<file path="src/cfa_pkg.sv">
// cfa_pkg: codes, field widths, reset values and month-length helpers for the
// calendar field adjuster.
// Depends on nothing; used by calendar_field_adjuster and cfa_checker.
package cfa_pkg;

   typedef logic [1:0] action_type;
   typedef logic [2:0] field_type;
   typedef logic [6:0] year_type;
   typedef logic [3:0] month_type;
   typedef logic [4:0] day_type;
   typedef logic [4:0] hour_type;
   typedef logic [5:0] minute_type;
   typedef logic [5:0] second_type;

   // action codes
   localparam action_type ACT_UP   = 2'd0;
   localparam action_type ACT_DOWN = 2'd1;
   localparam action_type ACT_READ = 2'd2;

   // field codes
   localparam field_type FLD_YEAR   = 3'd0;
   localparam field_type FLD_MONTH  = 3'd1;
   localparam field_type FLD_DAY    = 3'd2;
   localparam field_type FLD_HOUR   = 3'd3;
   localparam field_type FLD_MINUTE = 3'd4;
   localparam field_type FLD_SECOND = 3'd5;

   // field limits
   localparam year_type   YEAR_MAX   = 7'd99;
   localparam month_type  MONTH_MAX  = 4'd12;
   localparam month_type  MONTH_FEB  = 4'd2;
   localparam day_type    DAY_MAX    = 5'd31;
   localparam hour_type   HOUR_MAX   = 5'd23;
   localparam minute_type MINUTE_MAX = 6'd59;
   localparam second_type SECOND_MAX = 6'd59;

   // reset values
   localparam year_type   YEAR_RST   = 7'd21;
   localparam month_type  MONTH_RST  = 4'd3;
   localparam day_type    DAY_RST    = 5'd10;
   localparam hour_type   HOUR_RST   = 5'd17;
   localparam minute_type MINUTE_RST = 6'd41;
   localparam second_type SECOND_RST = 6'd35;

   // Days in a month; every fourth year (year 0 included) is a leap year.
   function automatic day_type month_len(month_type month, year_type year);
      day_type len;
      len = 5'd31;
      if (month == MONTH_FEB) begin
         len = (year[1:0] == 2'd0) ? 5'd29 : 5'd28;
      end else begin
         case (month) inside
            4'd4, 4'd6, 4'd9, 4'd11: len = 5'd30;
            default:                 len = 5'd31;
         endcase
      end
      return len;
   endfunction

   function automatic year_type year_inc(year_type year);
      return (year >= YEAR_MAX) ? 7'd0 : year + 7'd1;
   endfunction

   function automatic year_type year_dec(year_type year);
      return (year == 7'd0) ? YEAR_MAX : year - 7'd1;
   endfunction

endpackage

</file>
<file path="src/calendar_field_adjuster.sv">
// calendar_field_adjuster: two-digit-year calendar and 24-hour clock whose
// fields are stepped up or down by one per request word.
// Depends on cfa_pkg.
//
//   channel | direction | handshake          | payload
//   --------+-----------+--------------------+------------------------------------
//   req     | in        | req_valid/req_stall| req_action, req_field_select
//   rsp     | out       | rsp_valid/rsp_stall| rsp_year_out .. rsp_second_out
//
// One request word is taken per clock unless req_stall is raised; its response
// word is valid on the next cycle. The calendar registers double as the
// response register, so a new word is taken whenever the response slot is
// empty or is being drained in the same cycle.
// Reset (synchronous) loads 21-03-10 17:41:35 and empties the response slot.
// While rsp_stall holds a valid response, req_stall is raised and the
// calendar holds.
module calendar_field_adjuster
   import cfa_pkg::*;
(
   input  logic       clock,
   input  logic       reset,

   input  logic       req_valid,
   output logic       req_stall,
   input  action_type req_action,
   input  field_type  req_field_select,

   output logic       rsp_valid,
   input  logic       rsp_stall,
   output year_type   rsp_year_out,
   output month_type  rsp_month_out,
   output day_type    rsp_day_out,
   output hour_type   rsp_hour_out,
   output minute_type rsp_minute_out,
   output second_type rsp_second_out
);

   // calendar state, also the response payload
   year_type   year_ff,   year_in;
   month_type  month_ff,  month_in;
   day_type    day_ff;
   hour_type   hour_ff,   hour_in;
   minute_type minute_ff, minute_in;
   second_type second_ff, second_in;
   logic       rsp_valid_ff, rsp_valid_in;

   // day gets one spare bit so that day 31 + 1 can be seen before the fixup
   logic [5:0] day_in;
   logic [5:0] day_step;
   month_type  month_step;
   year_type   year_step;
   day_type    len_step;
   logic       need_fix;
   logic       is_up;
   logic       is_step;
   logic       accept;

   // Stall only while a finished word sits unclaimed in the response slot.
   assign req_stall = rsp_valid_ff & rsp_stall;
   assign accept    = req_valid & ~req_stall;

   assign is_up   = (req_action == ACT_UP);
   assign is_step = (req_action == ACT_UP) || (req_action == ACT_DOWN);

   // First pass: step the chosen field, with month carry and borrow.
   always_comb begin
      year_step  = year_ff;
      month_step = month_ff;
      day_step   = {1'b0, day_ff};
      hour_in    = hour_ff;
      minute_in  = minute_ff;
      second_in  = second_ff;
      need_fix   = 1'b0;
      if (is_step) begin
         case (req_field_select)
            FLD_YEAR: begin
               year_step = is_up ? year_inc(year_ff) : year_dec(year_ff);
               need_fix  = 1'b1;
            end
            FLD_MONTH: begin
               if (is_up) begin
                  if (month_ff >= MONTH_MAX) begin
                     month_step = 4'd1;
                     year_step  = year_inc(year_ff);
                  end else begin
                     month_step = month_ff + 4'd1;
                  end
               end else begin
                  if (month_ff <= 4'd1) begin
                     month_step = MONTH_MAX;
                     year_step  = year_dec(year_ff);
                  end else begin
                     month_step = month_ff - 4'd1;
                  end
               end
               need_fix = 1'b1;
            end
            FLD_DAY: begin
               if (is_up) begin
                  day_step = {1'b0, day_ff} + 6'd1;
                  need_fix = 1'b1;
               end else if (day_ff <= 5'd1) begin
                  // borrow from the month, land on its last day
                  if (month_ff <= 4'd1) begin
                     month_step = MONTH_MAX;
                     year_step  = year_dec(year_ff);
                  end else begin
                     month_step = month_ff - 4'd1;
                  end
                  day_step = {1'b0, month_len(month_step, year_step)};
               end else begin
                  day_step = {1'b0, day_ff} - 6'd1;
               end
            end
            FLD_HOUR: begin
               if (is_up) hour_in = (hour_ff >= HOUR_MAX) ? 5'd0 : hour_ff + 5'd1;
               else       hour_in = (hour_ff == 5'd0) ? HOUR_MAX : hour_ff - 5'd1;
            end
            FLD_MINUTE: begin
               if (is_up) minute_in = (minute_ff >= MINUTE_MAX) ? 6'd0 : minute_ff + 6'd1;
               else       minute_in = (minute_ff == 6'd0) ? MINUTE_MAX : minute_ff - 6'd1;
            end
            FLD_SECOND: begin
               if (is_up) second_in = (second_ff >= SECOND_MAX) ? 6'd0 : second_ff + 6'd1;
               else       second_in = (second_ff == 6'd0) ? SECOND_MAX : second_ff - 6'd1;
            end
            default: begin
               // unused field codes leave everything as it stands
            end
         endcase
      end
   end

   // Second pass: a day past the month's end rolls to day 1 of the next month.
   assign len_step = month_len(month_step, year_step);

   always_comb begin
      year_in  = year_step;
      month_in = month_step;
      day_in   = day_step;
      if (need_fix && (day_step > {1'b0, len_step})) begin
         day_in = 6'd1;
         if (month_step >= MONTH_MAX) begin
            month_in = 4'd1;
            year_in  = year_inc(year_step);
         end else begin
            month_in = month_step + 4'd1;
         end
      end
   end

   // Response slot fills on accept, drains when the consumer takes it.
   always_comb begin
      rsp_valid_in = rsp_valid_ff;
      if (accept) begin
         rsp_valid_in = 1'b1;
      end else if (~rsp_stall) begin
         rsp_valid_in = 1'b0;
      end
   end

   always_ff @(posedge clock) begin
      if (reset) begin
         rsp_valid_ff <= 1'b0;
         year_ff      <= YEAR_RST;
         month_ff     <= MONTH_RST;
         day_ff       <= DAY_RST;
         hour_ff      <= HOUR_RST;
         minute_ff    <= MINUTE_RST;
         second_ff    <= SECOND_RST;
      end else begin
         rsp_valid_ff <= rsp_valid_in;
         // advance the calendar only on an accepted word
         if (accept) begin
            year_ff   <= year_in;
            month_ff  <= month_in;
            day_ff    <= day_in[4:0];
            hour_ff   <= hour_in;
            minute_ff <= minute_in;
            second_ff <= second_in;
         end
      end
   end

   assign rsp_valid      = rsp_valid_ff;
   assign rsp_year_out   = year_ff;
   assign rsp_month_out  = month_ff;
   assign rsp_day_out    = day_ff;
   assign rsp_hour_out   = hour_ff;
   assign rsp_minute_out = minute_ff;
   assign rsp_second_out = second_ff;

endmodule

</file>
<file path="config.mk">
export PLATFORM = sky130hd
export DESIGN_NAME = calendar_field_adjuster
export DESIGN_NICKNAME = d
export VERILOG_FILES = /design/src/cfa_pkg.sv /design/src/calendar_field_adjuster.sv
export SDC_FILE = /design/constraint.sdc
export NUM_CORES = 1
export LEC_CHECK = 0
export BUFFER_PORTS_ARGS = -buffer_cell sky130_fd_sc_hd__buf_2
export CAP_MARGIN = 10
export CORE_AREA = 2 2 91 93
export DETAILED_ROUTE_END_ITERATION = 8
export DIE_AREA = 0 0 93 95
export PLACE_DENSITY = 0.74
export SETUP_SLACK_MARGIN = 0.05
export SYNTH_ARGS = -nofsm -noshare
export SYNTH_HDL_FRONTEND = slang
export SYNTH_SLANG_ARGS = --single-unit
</file>
<file path="constraint.sdc">
create_clock -name clock -period 4.9 [get_ports clock]
set_input_delay 1.47 -clock clock [delete_from_list [all_inputs] [get_ports clock]]
set_output_delay 1.47 -clock clock [all_outputs]
set_load 0.03 [all_outputs]
</file>
Yosys cells after proc, flatten, opt, wreduce, memory -nomap -nowiden

Cells that the tools add are included.

Add/subtract/negate cells: 14
Multiply operators: 0
Div/mod/pow operators: 0
Order comparisons: 10
Eq/ne operators: 17
Shifts and indexed selects: 0
Mux-type cells: 55
Bitwise logic cells: 3
Reductions and logical operators: 16

Operator list:

| operator                                                               | number |
|---|---|
| 7-bit 2-to-1 mux                                                       | 16 |
| 6-bit 2-to-1 mux                                                       | 10 |
| 4-bit 2-to-1 mux                                                       | 12 |
| 7-bit one-hot mux with 3 select lines                                  | 1 |
| 5-bit 2-to-1 mux                                                       | 4 |
| 4-bit by 3-bit equality test with 1-bit output (second input constant) | 4 |
| 4-bit equality test (second input constant)                            | 4 |
| 7-bit by 1-bit adder with 7-bit output (second input constant)         | 2 |
| 7-bit greater-or-equal comparator (second input constant)              | 2 |
| 6-bit by 1-bit adder with 6-bit output (second input constant)         | 2 |
| 6-bit greater-or-equal comparator (second input constant)              | 2 |
| 6-bit zero test                                                        | 2 |
| 6-bit by 1-bit subtractor with 6-bit output (second input constant)    | 2 |
| 3-bit AND reduction                                                    | 3 |
| 4-bit by 1-bit adder with 4-bit output (second input constant)         | 2 |
| 4-bit by 2-bit equality test with 1-bit output (second input constant) | 2 |
| 4-bit greater-or-equal comparator (second input constant)              | 2 |
| 1-bit 2-to-1 mux                                                       | 8 |
| 4-bit one-hot mux with 2 select lines                                  | 1 |
| 4-bit OR reduction                                                     | 2 |
| 7-bit zero test                                                        | 1 |
| 7-bit by 1-bit subtractor with 7-bit output (second input constant)    | 1 |
| 5-bit by 1-bit adder with 6-bit output (second input constant)         | 1 |
| 3-bit by 2-bit equality test with 1-bit output (second input constant) | 2 |
| 22 further kinds                                                       | 27 |

Flip-flop bits (word level): 34
Bits in latches: 0
Bits in writable memories: 0
Bits in read-only memories: 0
Input bits: 9
Word-level logic and storage cells: 122
Memories: 0

Logic depth before layout (Yosys ltp)

Gate-level depths: netlist (run 1).

Depth in word-level cells: 17
Depth in mapped cells: 24
Mapped depth without buffers: 21

Worst setup path after synthesis (run 1)

No wires, ideal clock.

Kind: input -> register
From: input req_field_select[2]
To: register year_ff[5], in the netlist rsp_year_out[5]
Library setup time: 122 ps
Arrival time: 4807 ps
Required time: 4778 ps
Slack: -29 ps
Stages on the path: 19
Cells stage by stage: buf_2 > or3b_2 > a2111oi_0 > o41ai_1 > nand2_1 > inv_1 > ha_1 > nand2_1 > a22oi_1 > o21a_1 > ha_1 > a21oi_1 > o221ai_1 > nor2_1 > o311ai_0 > o21ai_2 > and4_1 > nor2_1 > o311a_1

Cells in the longest elaborated chain, start to end: 10

Ends and longest elaborated chain:

| element                                                                                                          | line                           | RTL |
|---|---|---|
| start: declaration                                                                                               | calendar_field_adjuster.sv:26  | `input field_type req_field_select,` |
| 3-bit by 2-bit equality test with 1-bit output or 3-bit by 1-bit equality test with 1-bit output (tied branches) | calendar_field_adjuster.sv:75  | `case (req_field_select)` |
| 4-bit one-hot mux with 2 select lines                                                                            | calendar_field_adjuster.sv:75  |  |
| 4-bit 2-to-1 mux                                                                                                 | calendar_field_adjuster.sv:74  | `if (is_step) begin` |
| 4-bit by 3-bit equality test with 1-bit output or 4-bit equality test (tied branches)                            | calendar_field_adjuster.sv:135 | `assign len_step = month_len(month_step, year_step);` |
| 4-bit OR reduction                                                                                               | cfa_pkg.sv:52                  | `case (month) inside` |
| 1-bit 2-to-1 mux                                                                                                 | cfa_pkg.sv:52                  |  |
| 2-bit 2-to-1 mux                                                                                                 | cfa_pkg.sv:49                  | `if (month == MONTH_FEB) begin` |
| 6-bit by 5-bit greater-than comparator with 1-bit output                                                         | calendar_field_adjuster.sv:141 | `if (need_fix && (day_step > {1'b0, len_step})) begin` |
| 1-bit logical AND                                                                                                | calendar_field_adjuster.sv:141 |  |
| 7-bit 2-to-1 mux *                                                                                               | calendar_field_adjuster.sv:141 |  |
| end signal: assignment                                                                                           | calendar_field_adjuster.sv:175 | `year_ff <= year_in;` |
| end: declaration                                                                                                 | calendar_field_adjuster.sv:39  | `year_type year_ff, year_in;` |

Mark *: on every way between the ends. The rest lies on a longest branch, timed or not.
A chain may end at the register's enable or synchronous reset.

Final worst setup path (run 1)

From: input req_field_select[0]
To: register year_ff[5], in the netlist rsp_year_out[5]

The elaborated chain is that of the path after synthesis.

==> run_results.csv, run 1 <==
group,metric,value,unit
status,status,"finished, final reports clean",
logic_synthesis,yosysUniqueCellTypes,89,
logic_synthesis,synth_area_per_cell,7.25,um2
route,drt_iter0_drc,414,
final_layout,final_core_util,66.2,%
logic_synthesis,synthCells,578,
die,ioPinCount,44,
route,drc,0,
cts,h-tree-depth,2,
place,place_area,4860,um2
timing,rsz0062_at_grt,"yes",
logic_synthesis,synth_top_flop_cell,"dfxtp_1",
setup_path,worstReg2RegEnd,"rsp_year_out[5]$_SDFFE_PP0P_",
cts,cts.path.max_buffers,2,
logic_synthesis,synth.area.top_cells,"dfxtp_1 (16%), ha_1 (7.5%), a21oi_1 (5.9%)",
die,dieArea,8840,um2
route,finalWirelength,14200,um
final_layout,syn_to_final_growth,25.3,%
timing,setup_viol,0,
place,hpwl,10400,um
cts,cts_buffers,5,
die,core,7930,um2
min_path,hold_path_end,"rsp_hour_out[4]$_SDFFE_PP1P_",
timing,slew_headroom,46.9,%
timing,tns,0,ns
power,leakage,2.12,nW
place,routabilityCongestion,0.967,
final_layout,n_antenna_cell,0,
grt,grt_antenna_before_repair,0,
setup_path,critical_path_class,"in -> reg",
logic_synthesis,synth_edf_count,0,
cts,clock_sinks,34,
setup_path,slowest_delay,0.35,ns
logic_synthesis,seq_area_frac_synth,16.3,%
logic_synthesis,synth-seq-cells,34,
power,power_density,165,nW/um2
setup_path,critPathSlowestCell,"o311a_1",
die,chipWidth,93,um
cts,cts_tree,"yes",
setup_path,rr_worst_depth,21,
grt,grt_first_pass_wirelength,22500,um
route,viasPerCell,6.53,
setup_path,cp_max_fo,12,
logic_synthesis,async_flop_share,0,%
logic_synthesis,yosys_warnings,0,
cts,cts_hold_buf,0,
setup_path,cp_cell_sequence,"buf_4 > nor2b_1 > a41oi_2 > nand2b_4 > a21oi_1 > o22ai_2 > inv_2 > ha_1 > o211ai_1 > o21a_1 > ha_1 > a21oi_1 > o221ai_1 > nor2_1 > o311ai_2 > o21ai_2 > buf_6 > and4_4 > nor2_4 > o311a_1",
logic_synthesis,synth_commonest_cells,"nand2_1 (52), a21oi_1 (49), nor2_1 (47), dfxtp_1 (34), o21ai_0 (32)",
timing,tightest_slew,0.796,ns
min_path,holdPathStages,2,
final_layout,stdcell_area,5250,um2
setup_path,arrival,4.96,ns
grt,grt_use_total,31.4,%
die,start_util,52.8,%
logic_synthesis,yosysTopAreaCell,"dfxtp_1",
setup_path,required,5.07,ns
cts,cts-root-buf,"clkbuf_8",
route,num_vias,5061,
final_layout,drive_above_1_share,28.8,%
setup_path,r2r-start,"rsp_day_out[0]$_SDFFE_PP0P_",
power,ir_drop,174,uV
route,first_pass_iters,5,
timing,fin_crit_sh,97.7,%
logic_synthesis,synth_area,4190,um2
logic_synthesis,yosysMostFrequentCell,"nand2_1",
route,drtAntennaViolNets,0,
timing,clock.fmax,209,MHz
place,io_buffers,43,
setup_path,critPathCaptureType,"flop",
grt,overflow,0,
logic_synthesis,syn_nets,612,
route,wl_per_cell,18.3,um
timing,min_period,4.79,ns
final_layout,nFillCells,698,
cts,clk_latency,0.29,ns
logic_synthesis,synthDominantCellAreaShare,16.3,%
final_layout,nets,703,
setup_path,start_kind,"input port",
die,die_h,95,um
timing,hold_violations,0,
run,maxCapViolCount,0,
cts,clk_pin_slew_worst_paths,0.07,ns
min_path,holdCritStartpoint,"rsp_hour_out[4]$_SDFFE_PP1P_",
grt,grt_max_degree,24,
timing,clock_skew,0.0114,ns
timing,drv_slew,0,
min_path,hold_class,"reg -> reg",
die,rows,33,
grt,grt_pass1_vias,4664,
setup_path,rrSetupSlack,0.21,ns
## per-layer routing
layer | global-route usage, % | share of wire, % | vias to the layer above
li1 | - | - | 2360
met1 | 39.5 | 41 | 2383
met2 | 53.6 | 48 | 268
met3 | 3.43 | 7.1 | 50
met4 | 15.2 | 3.9 | 0
met5 | 0 | 0 | -
## cell type report
| cell class | count | area (um2) | area share (%) |
|---|---|---|---|
| multi-input combinational | 476 | 3330 | 63.5 |
| sequential | 34 | 681 | 13.0 |
| tap | 105 | 131 | 2.50 |
| clock inverter | 1 | 5.00 | 0.0954 |
| clock buffer | 7 | 86.3 | 1.65 |
| inverter | 24 | 90.1 | 1.72 |
| timing repair buffer | 128 | 923 | 17.6 |
## flip-flops by register name, indices dropped and copies added, names as in the netlist
register        cells
rsp_year_out        7
rsp_minute_out      6
rsp_second_out      6
rsp_day_out         5
rsp_hour_out        5
rsp_month_out       4
rsp_valid           1
## logic make-up (layout without fill, tap and decap cells)
logic type | count (synthesis) | in the layout | synth area share [%]
AOI/OAI and AO/OA | 194 | 194 | 32.7
and+or+nand+nor | 240 | 240 | 31.6
muxes | 3 | 3 | 0.747
DFF | 34 | 34 | 16.3
adders and majority gates | 25 | 25 | 7.47
buffers and inverters | 68 | 160 | 8.37
xor gates and xnor gates | 14 | 14 | 2.93
## worst max path at each step
stage                              startpoint                       endpoint  slack, ns  cells after the start
after floorplan                 req_action[0]   rsp_year_out[5]$_SDFFE_PP0P_       0.06                     22
after global placement          req_action[1]  rsp_month_out[3]$_SDFFE_PP0P_      -0.16                     21
after detailed placement  req_field_select[1]   rsp_year_out[5]$_SDFFE_PP0P_      -0.27                     19
after CTS                 req_field_select[1]   rsp_year_out[5]$_SDFFE_PP0P_       0.08                     18
after global routing      req_field_select[0]   rsp_year_out[5]$_SDFFE_PP0P_      -0.06                     20
final                     req_field_select[0]   rsp_year_out[5]$_SDFFE_PP0P_       0.11                     20
## repair_timing
item,in CTS,in global routing
setup endpoints to repair,1,13
pin swaps,0,23
setup buffers,0,14
cloned,0,0
resized for setup,1,46
## stage by stage
stage	hold WS, ns	power [W]	setup slack [ns]	std cells
after floorplan	0.654	0.000509	0.0614	578
after global placement	0.536	0.000608	-0.157	753
after detailed placement	0.539	0.000612	-0.273	753
after CTS	0.563	0.000832	0.0754	761
after global routing	0.609	0.000906	-0.0646	775
final	0.570	0.000866	0.113	775
## power breakdown
group | switching, W | internal, W | total, W
logic | 0.000203 | 0.000139 | 0.000342
clock network | 0.000107 | 0.000113 | 0.000221
registers | 0.0000177 | 0.000285 | 0.000303
## cell usage in the layout (no fill, tap or decap), types with 5 or more instances in the layout
master	synthesis	final
clkbuf_8	0	6
nand2b_1	6	5
o31ai_1	6	6
nor2b_1	7	7
o21ai_0	32	29
o21a_1	6	6
nand3_1	27	27
nor3b_1	8	5
inv_1	24	23
and2_1	7	7
xnor2_1	9	9
nand4_1	10	10
dfxtp_1	34	34
buf_4	7	82
o211ai_1	9	9
nor3_1	17	17
nor2_1	47	45
nand2_1	52	51
buf_2	12	38
nor4_1	8	7
a31oi_1	12	11
o21ai_1	4	6
xor2_1	5	5
a211oi_1	7	7
and3_1	7	7
a21oi_1	49	49
ha_1	25	24
or4_1	5	5
## critical path: cells and delay by family
family                   cells  cell delay [ns]
adder cells (fa/ha/maj)      2             0.45
AND/OR/NAND/NOR              5             0.82
buffers and inverters        3             0.38
AO/OA/AOI/OAI               10             1.85
No activity file was read; power rests on OpenSTA's default activity.
==> run 2, diff against run 1 <==
ABC_AREA = 1   (was not set)
CORE_AREA = 2 2 98 81   (was 2 2 91 93)
DIE_AREA = 0 0 100 83   (was 0 0 93 95)
PLACE_DENSITY = 0.75   (was 0.74)
==> run 2 against run 1 <==
Critical path depth increased by 6. Synthesized cell count grew 15%. Cell count increased by 2.7%. Worst hold slack worse by 0.071 ns. Die area down 6.1%. Sequential share of layout area rose by 2.8 points. First-iteration DRC count decreased by 15%. Register-to-register slack better by 0.72 ns. Sequential power is essentially flat. Non-clock buffer count shrank 74. Fmax is 6.3% higher.
==> run_results.csv, run 2 <==
group,metric,value,unit
power,power_density,177,nW/um2
route,drt_iter0_drc,353,
timing,slew_headroom,44.5,%
cts,clk_pin_slew_worst_paths,0.07,ns
final_layout,final_common_cell,"nand2_1",
logic_synthesis,async_flop_share,0,%
logic_synthesis,yosys_warnings,0,
cts,cts-root-buf,"clkbuf_8",
timing,setup_viol,0,
timing,min_period,4.50,ns
grt,grt_max_degree,24,
setup_path,critPathSlowestCell,"ha_1",
die,die_h,83,um
timing,holdWs,0.499,ns
power,ir_drop,111,uV
min_path,holdCritStartpoint,"rsp_valid$_SDFFE_PP0P_",
final_layout,drive_above_1_share,13.5,%
route,drtAntennaViolNets,0,
die,dieArea,8300,um2
min_path,hold_class,"reg -> reg",
run,maxCapViolCount,0,
place,place_ws,0.0292,ns
final_layout,nets,737,
cts,cts.path.max_buffers,2,
setup_path,cp_max_fo,7,
grt,grt_pass1_vias,4077,
die,start_util,53.4,%
setup_path,worstReg2RegEnd,"rsp_year_out[4]$_SDFFE_PP1P_",
logic_synthesis,synthCells,662,
grt,grt_first_pass_wirelength,19200,um
timing,fin_crit_sh,91.9,%
place,io_buffers,43,
place,dp.cells,786,
timing,drv_slew,0,
min_path,hold_path_end,"rsp_valid$_SDFFE_PP0P_",
route,first_pass_iters,7,
timing,rsz0062_at_grt,"no",
logic_synthesis,seq_area_frac_synth,17.5,%
logic_synthesis,yosysMostFrequentCell,"nand2_1",
setup_path,rr_worst_depth,27,
route,wl_per_cell,14.5,um
logic_synthesis,synth_area,3890,um2
timing,clock.fmax,222,MHz
grt,grt_use_total,27.9,%
timing,clock_skew,0.00611,ns
min_path,holdPathStages,2,
logic_synthesis,yosysUniqueCellTypes,47,
logic_synthesis,synth_top_flop_cell,"dfxtp_1",
timing,tns,0,ns
timing,hold_violations,0,
die,rows,28,
setup_path,start_kind,"input port",
logic_synthesis,synth_edf_count,0,
cts,cts_buffers,5,
setup_path,cpMostUsedCell,"nand2_1",
logic_synthesis,synth-seq-cells,34,
setup_path,r2r-start,"rsp_day_out[0]$_SDFFE_PP0P_",
status,status,"finished, final reports clean",
cts,clk_latency,0.29,ns
grt,overflow,0,
logic_synthesis,synth_commonest_cells,"nand2_1 (169), inv_1 (77), nor2_1 (69), nand3_1 (66), o21ai_0 (47)",
final_layout,layout.cells.non_filler,796,
die,ioPinCount,44,
final_layout,largest_register_ff_count,7,
final_layout,final_cell_mix,"nand2_1 (168), inv_1 (77), nor2_1 (68), nand3_1 (66), o21ai_0 (47)",
logic_synthesis,synth_area_per_cell,5.88,um2
cts,clock_sinks,34,
timing,tightest_slew,0.826,ns
logic_synthesis,synth.area.top_cells,"dfxtp_1 (17%), nand2_1 (16%), nand3_1 (8.5%)",
setup_path,arrival,4.69,ns
final_layout,syn_to_final_growth,10.9,%
logic_synthesis,yosysTopAreaCell,"dfxtp_1",
setup_path,slowest_delay,0.24,ns
cts,cts_hold_buf,0,
route,finalWirelength,11500,um
place,hpwl,8880,um
route,num_vias,4560,
setup_path,required,5.09,ns
power,leakage,2.12,nW
route,drc,0,
die,chipWidth,100,um
setup_path,rrSetupSlack,0.93,ns
cts,h-tree-depth,2,
logic_synthesis,synthDominantCellAreaShare,17.5,%
cts,cts_tree,"yes",
timing,worst_slack,0.396,ns
grt,grt_antenna_before_repair,2,
setup_path,critPathCaptureType,"flop",
logic_synthesis,syn_nets,696,
route,viasPerCell,5.73,
place,routabilityCongestion,1.02,
die,core,7290,um2
setup_path,critical_path_class,"in -> reg",
-- run 2: changes by cell type after synthesis, sizes merged, moves of 8 or more --
cell and delta:
a21oi -8, a31oi -10, and2 -8, buf -14, clkbuf -10, inv +64, nand2 +120, nand3 +40
nor2 +23, nor3 -11, o21ai +18
-- run 2: final cells by class --
class | instances | area, um2
Antenna cell | 2 | 5.00
Multi-Input combinational cell | 519 | 2790
Tap cell | 90 | 113
Timing Repair Buffer | 54 | 298
Fill cell | 742 | 2970
Sequential cell | 34 | 681
Clock inverter | 1 | 5.00
Inverter | 89 | 337
Clock buffer | 7 | 86.3
-- run 2: critical path: cells and delay by family --
| family | cells | cell delay [ns] |
|---|---|---|
| buffers and inverters | 3 | 0.37 |
| AOI/OAI and AO/OA | 7 | 0.92 |
| adders and majority gates | 2 | 0.46 |
| and+or+nand+nor | 14 | 1.47 |
-- run 2: stage by stage --
| stage | power, W | cell area, um2 | util, % |
|---|---|---|---|
| CTS | 0.000759 | 4290 | 58.9 |
| detailed placement | 0.000539 | 4200 | 57.6 |
| finish | 0.000763 | 4310 | 59.2 |
| floorplan | 0.000476 | 3890 | - |
| global placement | 0.000536 | 4200 | 57.6 |
| global route | 0.000809 | 4310 | 59.2 |
-- run 2: what timing repair did --
item                                    CTS  global route
endpoints found under the setup margin    0            10
resized for setup                         0             5
buffers inserted                          0             0
endpoints found under the hold margin     0             0
-- run 2: kinds of logic (layout without fill, tap and decap cells) --
group | count (synthesis) | count (layout) | share of synthesized area [%]
other cells | 0 | 2 | 0
xor+xnor | 14 | 14 | 3.15
compound gates | 133 | 133 | 20.2
buf+inv | 109 | 151 | 11.3
flops | 34 | 34 | 17.5
fa+ha+maj | 25 | 25 | 8.04
simple gates | 347 | 347 | 39.8
-- run 2: worst max-delay path by stage --
| stage | startpoint | endpoint | slack (ns) | cells past startpoint |
|---|---|---|---|---|
| 2_1_floorplan | req_field_select[1] | rsp_year_out[4]$_SDFFE_PP1P_ | 0.47 | 24 |
| 3_3_place_gp | req_field_select[0] | rsp_year_out[4]$_SDFFE_PP1P_ | 0.20 | 24 |
| 3_5_place_dp | req_field_select[0] | rsp_year_out[4]$_SDFFE_PP1P_ | 0.03 | 24 |
| 4_1_cts | req_field_select[0] | rsp_year_out[3]$_SDFFE_PP0P_ | 0.32 | 24 |
| 5_1_grt | req_field_select[0] | rsp_year_out[4]$_SDFFE_PP1P_ | 0.07 | 27 |
| 6_report | req_action[0] | rsp_year_out[4]$_SDFFE_PP1P_ | 0.40 | 26 |
-- run 2: report_power, final --
part	internal, W	switching (W)	leakage [nW]
sequential	0.000285	0.0000170	0.277
clock	0.000113	0.000108	0.0482
combinational	0.0000732	0.000165	1.80
total	0.000472	0.000290	2.12
-- run 2: routing by layer --
layer / share of wire, % / track usage, % / vias up / routed length [um]
met3: 9.7 / 6.14 / 34 / 1110
met5: 0 / 0 / - / 0
li1: - / - / 2289 / -
met1: 47 / 40.8 / 2017 / 5360
met2: 42 / 40.9 / 220 / 4820
met4: 1.9 / 7.85 / 0 / 219
